### src/rtl/ptsm_pkg.sv
// Package for the periodic transmit slot manager.
// Holds the transaction structs, frame constants and internal control structs.
`timescale 1ns / 1ps

package ptsm_pkg;

    // Frame layout
    localparam int          FRAME_LEN  = 19;
    localparam int          FRAME_W    = FRAME_LEN * 8;
    localparam int          POS_W      = 5;
    localparam logic [4:0]  LAST_POS   = 5'(FRAME_LEN - 1);
    localparam logic [7:0]  FRAME_TAIL = 8'd42;

    // One transmit request
    typedef struct packed {
        logic        [31:0] arb_id;
        logic signed [31:0] period_ms;
        logic        [7:0]  data_size;
        logic        [63:0] payload;
    } t_in_item;

    // One frame byte
    typedef struct packed {
        logic [7:0] frame_byte;
        logic       last;
    } t_out_item;

    // Sequencer to serializer: load a frame
    typedef struct packed {
        logic       start;
        logic [7:0] slot_byte;
    } t_ser_ctl;

    // Serializer to sequencer
    typedef struct packed {
        logic busy;
    } t_ser_sts;

endpackage

### src/rtl/ptsm_ram.sv
// Generic single-write, single-read RAM with registered read data.
// No dependencies.
`timescale 1ns / 1ps

module ptsm_ram #(
    parameter int WIDTH = 32,
    parameter int DEPTH = 50
) (
    input  logic                                  i_clk,
    input  logic                                  i_we,
    input  logic [(DEPTH > 1 ? $clog2(DEPTH) : 1)-1:0] i_waddr,
    input  logic [WIDTH-1:0]                      i_wdata,
    input  logic [(DEPTH > 1 ? $clog2(DEPTH) : 1)-1:0] i_raddr,
    output logic [WIDTH-1:0]                      o_rdata
);

    logic [WIDTH-1:0] r_mem [DEPTH];
    logic [WIDTH-1:0] r_rdata;

    // Write port
    always_ff @(posedge i_clk) begin
        if (i_we) begin
            r_mem[i_waddr] <= i_wdata;
        end
    end

    // Registered read port
    always_ff @(posedge i_clk) begin
        r_rdata <= r_mem[i_raddr];
    end

    assign o_rdata = r_rdata;

endmodule

### src/rtl/ptsm_ser.sv
// Frame serializer: loads a 19-byte command frame and shifts it out one byte per transaction.
// Depends on ptsm_pkg.
`timescale 1ns / 1ps

module ptsm_ser (
    input  logic                i_clk,
    input  logic                i_rst_n,
    input  ptsm_pkg::t_ser_ctl  i_ctl,
    input  ptsm_pkg::t_in_item  i_item,
    output ptsm_pkg::t_ser_sts  o_sts,
    output logic                o_out_valid,
    input  logic                i_out_stall,
    output ptsm_pkg::t_out_item o_out_item
);

    logic [ptsm_pkg::FRAME_W-1:0] r_frame;
    logic [ptsm_pkg::POS_W-1:0]   r_pos;
    logic                         r_valid;
    logic                         out_acc;

    assign out_acc = r_valid && !i_out_stall;

    // Control: valid and byte position
    always_ff @(posedge i_clk) begin
        if (!i_rst_n) begin
            r_valid <= 1'b0;
            r_pos   <= '0;
        end else if (i_ctl.start) begin
            r_valid <= 1'b1;
            r_pos   <= '0;
        end else if (out_acc) begin
            if (r_pos == ptsm_pkg::LAST_POS) begin
                r_valid <= 1'b0;
            end
            r_pos <= r_pos + 1'b1;
        end
    end

    // Frame shift register, byte 0 in the low bits
    always_ff @(posedge i_clk) begin
        if (i_ctl.start) begin
            r_frame <= {ptsm_pkg::FRAME_TAIL, i_item.payload, i_item.arb_id,
                        i_item.period_ms, i_ctl.slot_byte, i_item.data_size};
        end else if (out_acc) begin
            r_frame <= {8'd0, r_frame[ptsm_pkg::FRAME_W-1:8]};
        end
    end

    assign o_out_valid           = r_valid;
    assign o_out_item.frame_byte = r_frame[7:0];
    assign o_out_item.last       = (r_pos == ptsm_pkg::LAST_POS);
    assign o_sts.busy            = r_valid;

endmodule

### src/rtl/periodic_tx_slot_manager.sv
// Top level of the periodic transmit slot manager: slot table sequencer.
// Depends on ptsm_pkg, ptsm_ram and ptsm_ser.
//
//   channel | direction | handshake               | payload
//   --------+-----------+-------------------------+----------------------------
//   in      | input     | i_in_valid / o_in_stall | i_in_item  (ptsm_pkg::t_in_item)
//   out     | output    | o_out_valid/ i_out_stall| o_out_item (ptsm_pkg::t_out_item)
//
// One request walks the owner table one slot per cycle through the owner RAM's single
// read port and one 32-bit comparator, ending early on a match.
// The frame then goes out at one byte per cycle while the output does not stall; the
// block is ready again once the serializer's busy flag drops and the state goes idle.
// A full table drops the request and returns to ready right after the scan.
// Reset is synchronous; it clears the used flags, so no clearing pass is needed.
// Output stalls hold the current byte and delay the return to ready.
`timescale 1ns / 1ps

module periodic_tx_slot_manager #(
    parameter int SLOTS = 50
) (
    input  logic                i_clk,
    input  logic                i_rst_n,
    input  logic                i_in_valid,
    output logic                o_in_stall,
    input  ptsm_pkg::t_in_item  i_in_item,
    output logic                o_out_valid,
    input  logic                i_out_stall,
    output ptsm_pkg::t_out_item o_out_item
);

    localparam int SW = (SLOTS > 1) ? $clog2(SLOTS) : 1;
    localparam int CW = $clog2(SLOTS + 1);

    localparam logic [1:0] S_IDLE = 2'd0;
    localparam logic [1:0] S_SCAN = 2'd1;
    localparam logic [1:0] S_EMIT = 2'd2;

    logic [1:0]         r_state,   n_state;
    ptsm_pkg::t_in_item r_item,    n_item;
    logic [CW-1:0]      r_cnt,     n_cnt;
    logic               r_pend,    n_pend;
    logic [SW-1:0]      r_pidx,    n_pidx;
    logic               r_free_ok, n_free_ok;
    logic [SW-1:0]      r_free,    n_free;
    logic [SLOTS-1:0]   r_used,    n_used;

    logic               in_acc;
    logic               issue;
    logic [31:0]        rd_owner;
    logic               cmp_hit;
    logic               cur_free;
    logic               scan_end;
    logic               sel_free_ok;
    logic [SW-1:0]      sel_free;
    logic               positive;
    logic               ram_we;
    logic [SW-1:0]      ram_waddr;
    logic [SW-1:0]      ram_raddr;
    logic [SW-1:0]      ser_slot;
    ptsm_pkg::t_ser_ctl ser_ctl;
    ptsm_pkg::t_ser_sts ser_sts;

    assign o_in_stall = (r_state != S_IDLE) || !i_rst_n;
    assign in_acc     = i_in_valid && !o_in_stall;

    // Scan datapath: one owner compare per cycle
    assign issue       = (r_cnt < CW'(SLOTS));
    assign ram_raddr   = r_cnt[SW-1:0];
    assign cmp_hit     = r_pend && r_used[r_pidx] && (rd_owner == r_item.arb_id);
    assign cur_free    = r_pend && !r_used[r_pidx];
    assign scan_end    = r_pend && (cmp_hit || (r_pidx == SW'(SLOTS - 1)));
    assign sel_free_ok = r_free_ok || cur_free;
    assign sel_free    = r_free_ok ? r_free : r_pidx;
    assign positive    = !r_item.period_ms[31] && (r_item.period_ms != '0);
    assign ram_waddr   = sel_free;

    // Sequencer
    always_comb begin
        n_state   = r_state;
        n_item    = r_item;
        n_cnt     = r_cnt;
        n_pend    = r_pend;
        n_pidx    = r_pidx;
        n_free_ok = r_free_ok;
        n_free    = r_free;
        n_used    = r_used;
        ram_we    = 1'b0;
        ser_slot  = cmp_hit ? r_pidx : sel_free;
        ser_ctl.start     = 1'b0;
        ser_ctl.slot_byte = {{(8 - SW){1'b0}}, ser_slot};
        unique case (r_state)
            S_IDLE: begin
                if (in_acc) begin
                    n_item    = i_in_item;
                    n_cnt     = '0;
                    n_pend    = 1'b0;
                    n_free_ok = 1'b0;
                    n_state   = S_SCAN;
                end
            end
            S_SCAN: begin
                // issue the next owner read
                n_pend = issue;
                if (issue) begin
                    n_pidx = r_cnt[SW-1:0];
                    n_cnt  = r_cnt + 1'b1;
                end
                // remember the lowest free slot
                if (cur_free && !r_free_ok) begin
                    n_free_ok = 1'b1;
                    n_free    = r_pidx;
                end
                if (scan_end) begin
                    n_pend = 1'b0;
                    if (cmp_hit) begin
                        // known id: keep or release its slot
                        if (!positive) begin
                            n_used[r_pidx] = 1'b0;
                        end
                        ser_ctl.start = 1'b1;
                        n_state       = S_EMIT;
                    end else if (sel_free_ok) begin
                        // unknown id: claim the lowest free slot
                        ram_we           = 1'b1;
                        n_used[sel_free] = 1'b1;
                        ser_ctl.start    = 1'b1;
                        n_state          = S_EMIT;
                    end else begin
                        // table full: drop the request
                        n_state = S_IDLE;
                    end
                end
            end
            S_EMIT: begin
                if (!ser_sts.busy) begin
                    n_state = S_IDLE;
                end
            end
            default: begin
                n_state = S_IDLE;
            end
        endcase
    end

    // Control registers
    always_ff @(posedge i_clk) begin
        if (!i_rst_n) begin
            r_state   <= S_IDLE;
            r_pend    <= 1'b0;
            r_free_ok <= 1'b0;
            r_cnt     <= '0;
            r_used    <= '0;
        end else begin
            r_state   <= n_state;
            r_pend    <= n_pend;
            r_free_ok <= n_free_ok;
            r_cnt     <= n_cnt;
            r_used    <= n_used;
        end
    end

    // Payload registers
    always_ff @(posedge i_clk) begin
        r_item <= n_item;
        r_pidx <= n_pidx;
        r_free <= n_free;
    end

    // Owner table
    ptsm_ram #(
        .WIDTH (32),
        .DEPTH (SLOTS)
    ) u_owner_ram (
        .i_clk   (i_clk),
        .i_we    (ram_we),
        .i_waddr (ram_waddr),
        .i_wdata (r_item.arb_id),
        .i_raddr (ram_raddr),
        .o_rdata (rd_owner)
    );

    // Frame serializer
    ptsm_ser u_ser (
        .i_clk       (i_clk),
        .i_rst_n     (i_rst_n),
        .i_ctl       (ser_ctl),
        .i_item      (r_item),
        .o_sts       (ser_sts),
        .o_out_valid (o_out_valid),
        .i_out_stall (i_out_stall),
        .o_out_item  (o_out_item)
    );

endmodule

### config.mk
export PLATFORM = sky130hd
export DESIGN_NAME = periodic_tx_slot_manager
export DESIGN_NICKNAME = d
export VERILOG_FILES = /design/src/rtl/ptsm_pkg.sv /design/src/rtl/ptsm_ram.sv /design/src/rtl/ptsm_ser.sv /design/src/rtl/periodic_tx_slot_manager.sv
export SDC_FILE = /design/constraint.sdc
export NUM_CORES = 2
export LEC_CHECK = 0
export BUFFER_PORTS_ARGS = -buffer_cell sky130_fd_sc_hd__buf_2
export CORE_ASPECT_RATIO = 0.75
export CORE_UTILIZATION = 55
export DETAILED_ROUTE_END_ITERATION = 12
export GPL_TIMING_DRIVEN = 0
export PLACE_DENSITY = 0.76
export RECOVER_POWER = 50
export SLEW_MARGIN = 10
export SYNTH_ARGS = -nofsm -noshare
export SYNTH_HDL_FRONTEND = slang
export SYNTH_HIERARCHICAL = 1
export SYNTH_SLANG_ARGS = --single-unit
### constraint.sdc
create_clock -name i_clk -period 7.02 [get_ports i_clk]
set_clock_uncertainty 0.2 [all_clocks]
set_input_delay 0.351 -clock i_clk [delete_from_list [all_inputs] [get_ports i_clk]]
set_output_delay 0.351 -clock i_clk [all_outputs]
set_load 0.01 [all_outputs]
==> reports/summary.txt <==
Status = complete, but fails checks
Failing checks = max-capacitance violations, max-slew violations
Clk sinks = 1,991
Yosys cell types = 75
CP required = 7.33 ns
FP Rows = 118
Cell Count, Final, Fillers Out = 6,358
Register bit total from synthesis = 1,991
PD cells = 262 nW/µm²
Worst-case clock buffer depth = 3
Synthesis warning total = 6
Fin crit period = 6.20 ns
Most common cell after layout, fill and taps aside = edfxtp_1
Cell total after placement = 5,901
Worst-Skew Late Latency = 0.83 ns
Inserted Clock Buffers = 175
First-pass DRT Iterations = 6
Post-DP HPWL = 139,000 µm
Wire length of the first global-routing pass = 304,000 µm
Setup repair bufs after CTS = 0
PostCTS Resize Cnt = 0
Cells after Synth = 3,754
Period utilization = 88.3%
Setup Viol. Count Final = 0
DR iter-0 viols = 6,591
Die height = 327 µm
CTS tree = yes
Worst-Margin Slew = 2.94 ns
DR vias = 42,778
Max_cap viols = 3
Root cell of the clock tree = clkbuf_16
Post-route setup slack = 0.822 ns
Wirelength per Cell = 34.1 µm
Normalized max-slew margin = -96.2%
# IOs = 151
Hold/Removal Path Class = in2reg
Fin nets = 4,501
Peak VDD IR = 0.242 mV
GRT Residual Overflow = 0
Number of hold violations in the final report = 0
Core region area = 139,000 µm²
Crit-path max FO = 21
Avg Cell Area, Syn = 20.6 µm²
Die area = 142,000 µm²
Number of remaining DRC errors = 0
Primary FF master, synth = edfxtp_1
Initial antenna violation count = 11
Fillers = 8,850
Largest net degree at the start of global routing = 57
Clock-pin slew on the worst setup and hold paths = 0.09 ns
Horiz. Die Dim = 435 µm
H-tree depth = 4
Worst hold margin = 0.0352 ns
Pwr Total = 23.4 mW
Number of port buffers = 150
RSZ-0062 raised after global routing = false
Startpoint Class = flip-flop
Max Freq = 161 MHz
Post-route ant nets = 0
Sequential element share of the synthesized area = 76.0%
Slew Viols, Final = 102
GP Congestion = 0.981
Worst slack at placement = 1.71 ns
Post-synth EDFFs = 1,892
Vias per std cell = 6.73
Vias in the first global route = 42,191
Total track usage = 30.4%
CP Class = reg2reg
Routed WL = 217,000 µm
Worst Setup End Kind = flip-flop
Final Util = 64.4%
Critical path arrival = 6.51 ns
Asr flop ratio synth = 0%
Most frequent cells in the layout = edfxtp_1 (1,892), mux4_2 (342), clkbuf_1 (241), clkbuf_16 (182), mux2i_1 (175)
Hold-fix buffers, CTS = 140
Initial Util = 55.7%
Leak = 28.1 nW
Mapped Area = 77,300 µm²
Share of post-route cells with drive strength above 1 = 24.3%
Synth-to-Final Area Change = 15.5%
## cell families (layout without fill, tap and decap cells)
group / Yosys count / count (layout) / synth area share (%)
other cells: 1 / 6 / 0.00485
simple gates: 384 / 384 / 2.44
flops: 1991 / 1991 / 76.0
mux: 668 / 668 / 14.9
compound gates: 440 / 440 / 4.35
buf+inv: 234 / 973 / 1.85
fa+ha+maj: 3 / 3 / 0.0485
xor+xnor: 33 / 33 / 0.374
## final cells by class
cell class	count	area [µm²]	area share, %
Multi-Input combinational cell	1530	17400	19.5
Clock buffer	231	4790	5.36
Tap cell	1860	2330	2.60
Antenna cell	4	10.0	0.0112
Buffer	217	1350	1.51
Sequential cell	1991	58800	65.8
Inverter	17	63.8	0.0714
Clock inverter	82	667	0.746
Timing Repair Buffer	426	3920	4.39
## synthesized netlist by cell type (all sizes together), types with 4 or more instances
master / instances / area, µm²
a211o: 22 / 193
a211oi: 4 / 45.1
a21boi: 4 / 30.0
a21o: 12 / 90.1
a21oi: 54 / 274
a221o: 26 / 260
a221oi: 13 / 114
a22oi: 102 / 766
a311oi: 13 / 133
a31oi: 19 / 119
a41oi: 8 / 70.1
and2: 28 / 175
and3: 6 / 37.5
buf: 122 / 1010
clkbuf: 95 / 358
dfxtp: 99 / 1980
edfxtp: 1892 / 56800
inv: 17 / 63.8
mux2: 151 / 2060
mux2i: 175 / 1750
mux4: 342 / 7700
nand2: 110 / 413
nand2b: 12 / 82.6
nand3: 21 / 105
nand3b: 19 / 143
nand4: 17 / 106
nand4b: 4 / 35.0
nor2: 106 / 400
nor2b: 18 / 113
nor3: 12 / 60.1
nor4: 14 / 87.6
o2111ai: 15 / 184
o211ai: 29 / 218
o21a: 7 / 52.6
o21ai: 41 / 216
o21bai: 5 / 41.3
o221ai: 32 / 280
o22ai: 5 / 31.3
o31ai: 21 / 158
or3: 5 / 31.3
or3b: 4 / 35.0
xnor2: 29 / 254
xor2: 4 / 35.0
## power by group
group / switching (mW) / leakage [nW] / internal (mW)
combinational: 0.566 / 7.60 / 0.380
clock: 4.32 / 2.67 / 5.16
sequential: 0.0551 / 17.8 / 13.0
total: 4.94 / 28.1 / 18.5
## layer usage
metal / wire [µm] / vias up / track usage [%]
li1: - / 16802 / -
met1: 78900 / 22093 / 41.8
met2: 98800 / 3319 / 45.9
met3: 30200 / 558 / 9.67
met4: 8930 / 6 / 11.1
met5: 44 / - / 0
## stage by stage
| stage | cell area, µm² | TNS [ns] |
|---|---|---|
| after floorplan | 77300 | 0 |
| after global placement | 80400 | -1076.47 |
| after detailed placement | 83700 | 0 |
| after CTS | 90500 | 0 |
| after global routing | 89300 | 0 |
| final | 89300 | 0 |
## registers in the layout, indices dropped and copies added, names as in the netlist, 6 cells and up
register	count
u_owner_ram/r_mem	1600
u_ser/r_frame	145
r_item	136
r_used	50
u_owner_ram/o_rdata	32
r_cnt	6
r_free	6
r_pidx	6
## path summary, 6_finish.rpt
path	to	start	depth (start not counted)	slack (ns)
setup / recovery	u_owner_ram/r_mem[25][12]	r_item[108]	11	0.82
hold / removal	r_item[118]	i_in_item[118]	2	0.04
setup reg to reg	u_owner_ram/r_mem[25][12]	r_item[108]	11	0.82
hold reg to reg	r_free[5]	r_pidx[5]	0	0.25
## critical path: stages, from the launching register on
cell      delay [ns]
edfxtp_1        0.81
clkbuf_1        1.15
buf_8           0.31
xnor2_1         0.12
nand4_1         0.10
nor4_1          0.07
a31o_2          0.32
a211oi_2        0.42
buf_4           0.37
nand3_1         0.69
nor2_4          1.04
buf_16          0.24
No activity file was read; power rests on OpenSTA's default activity.
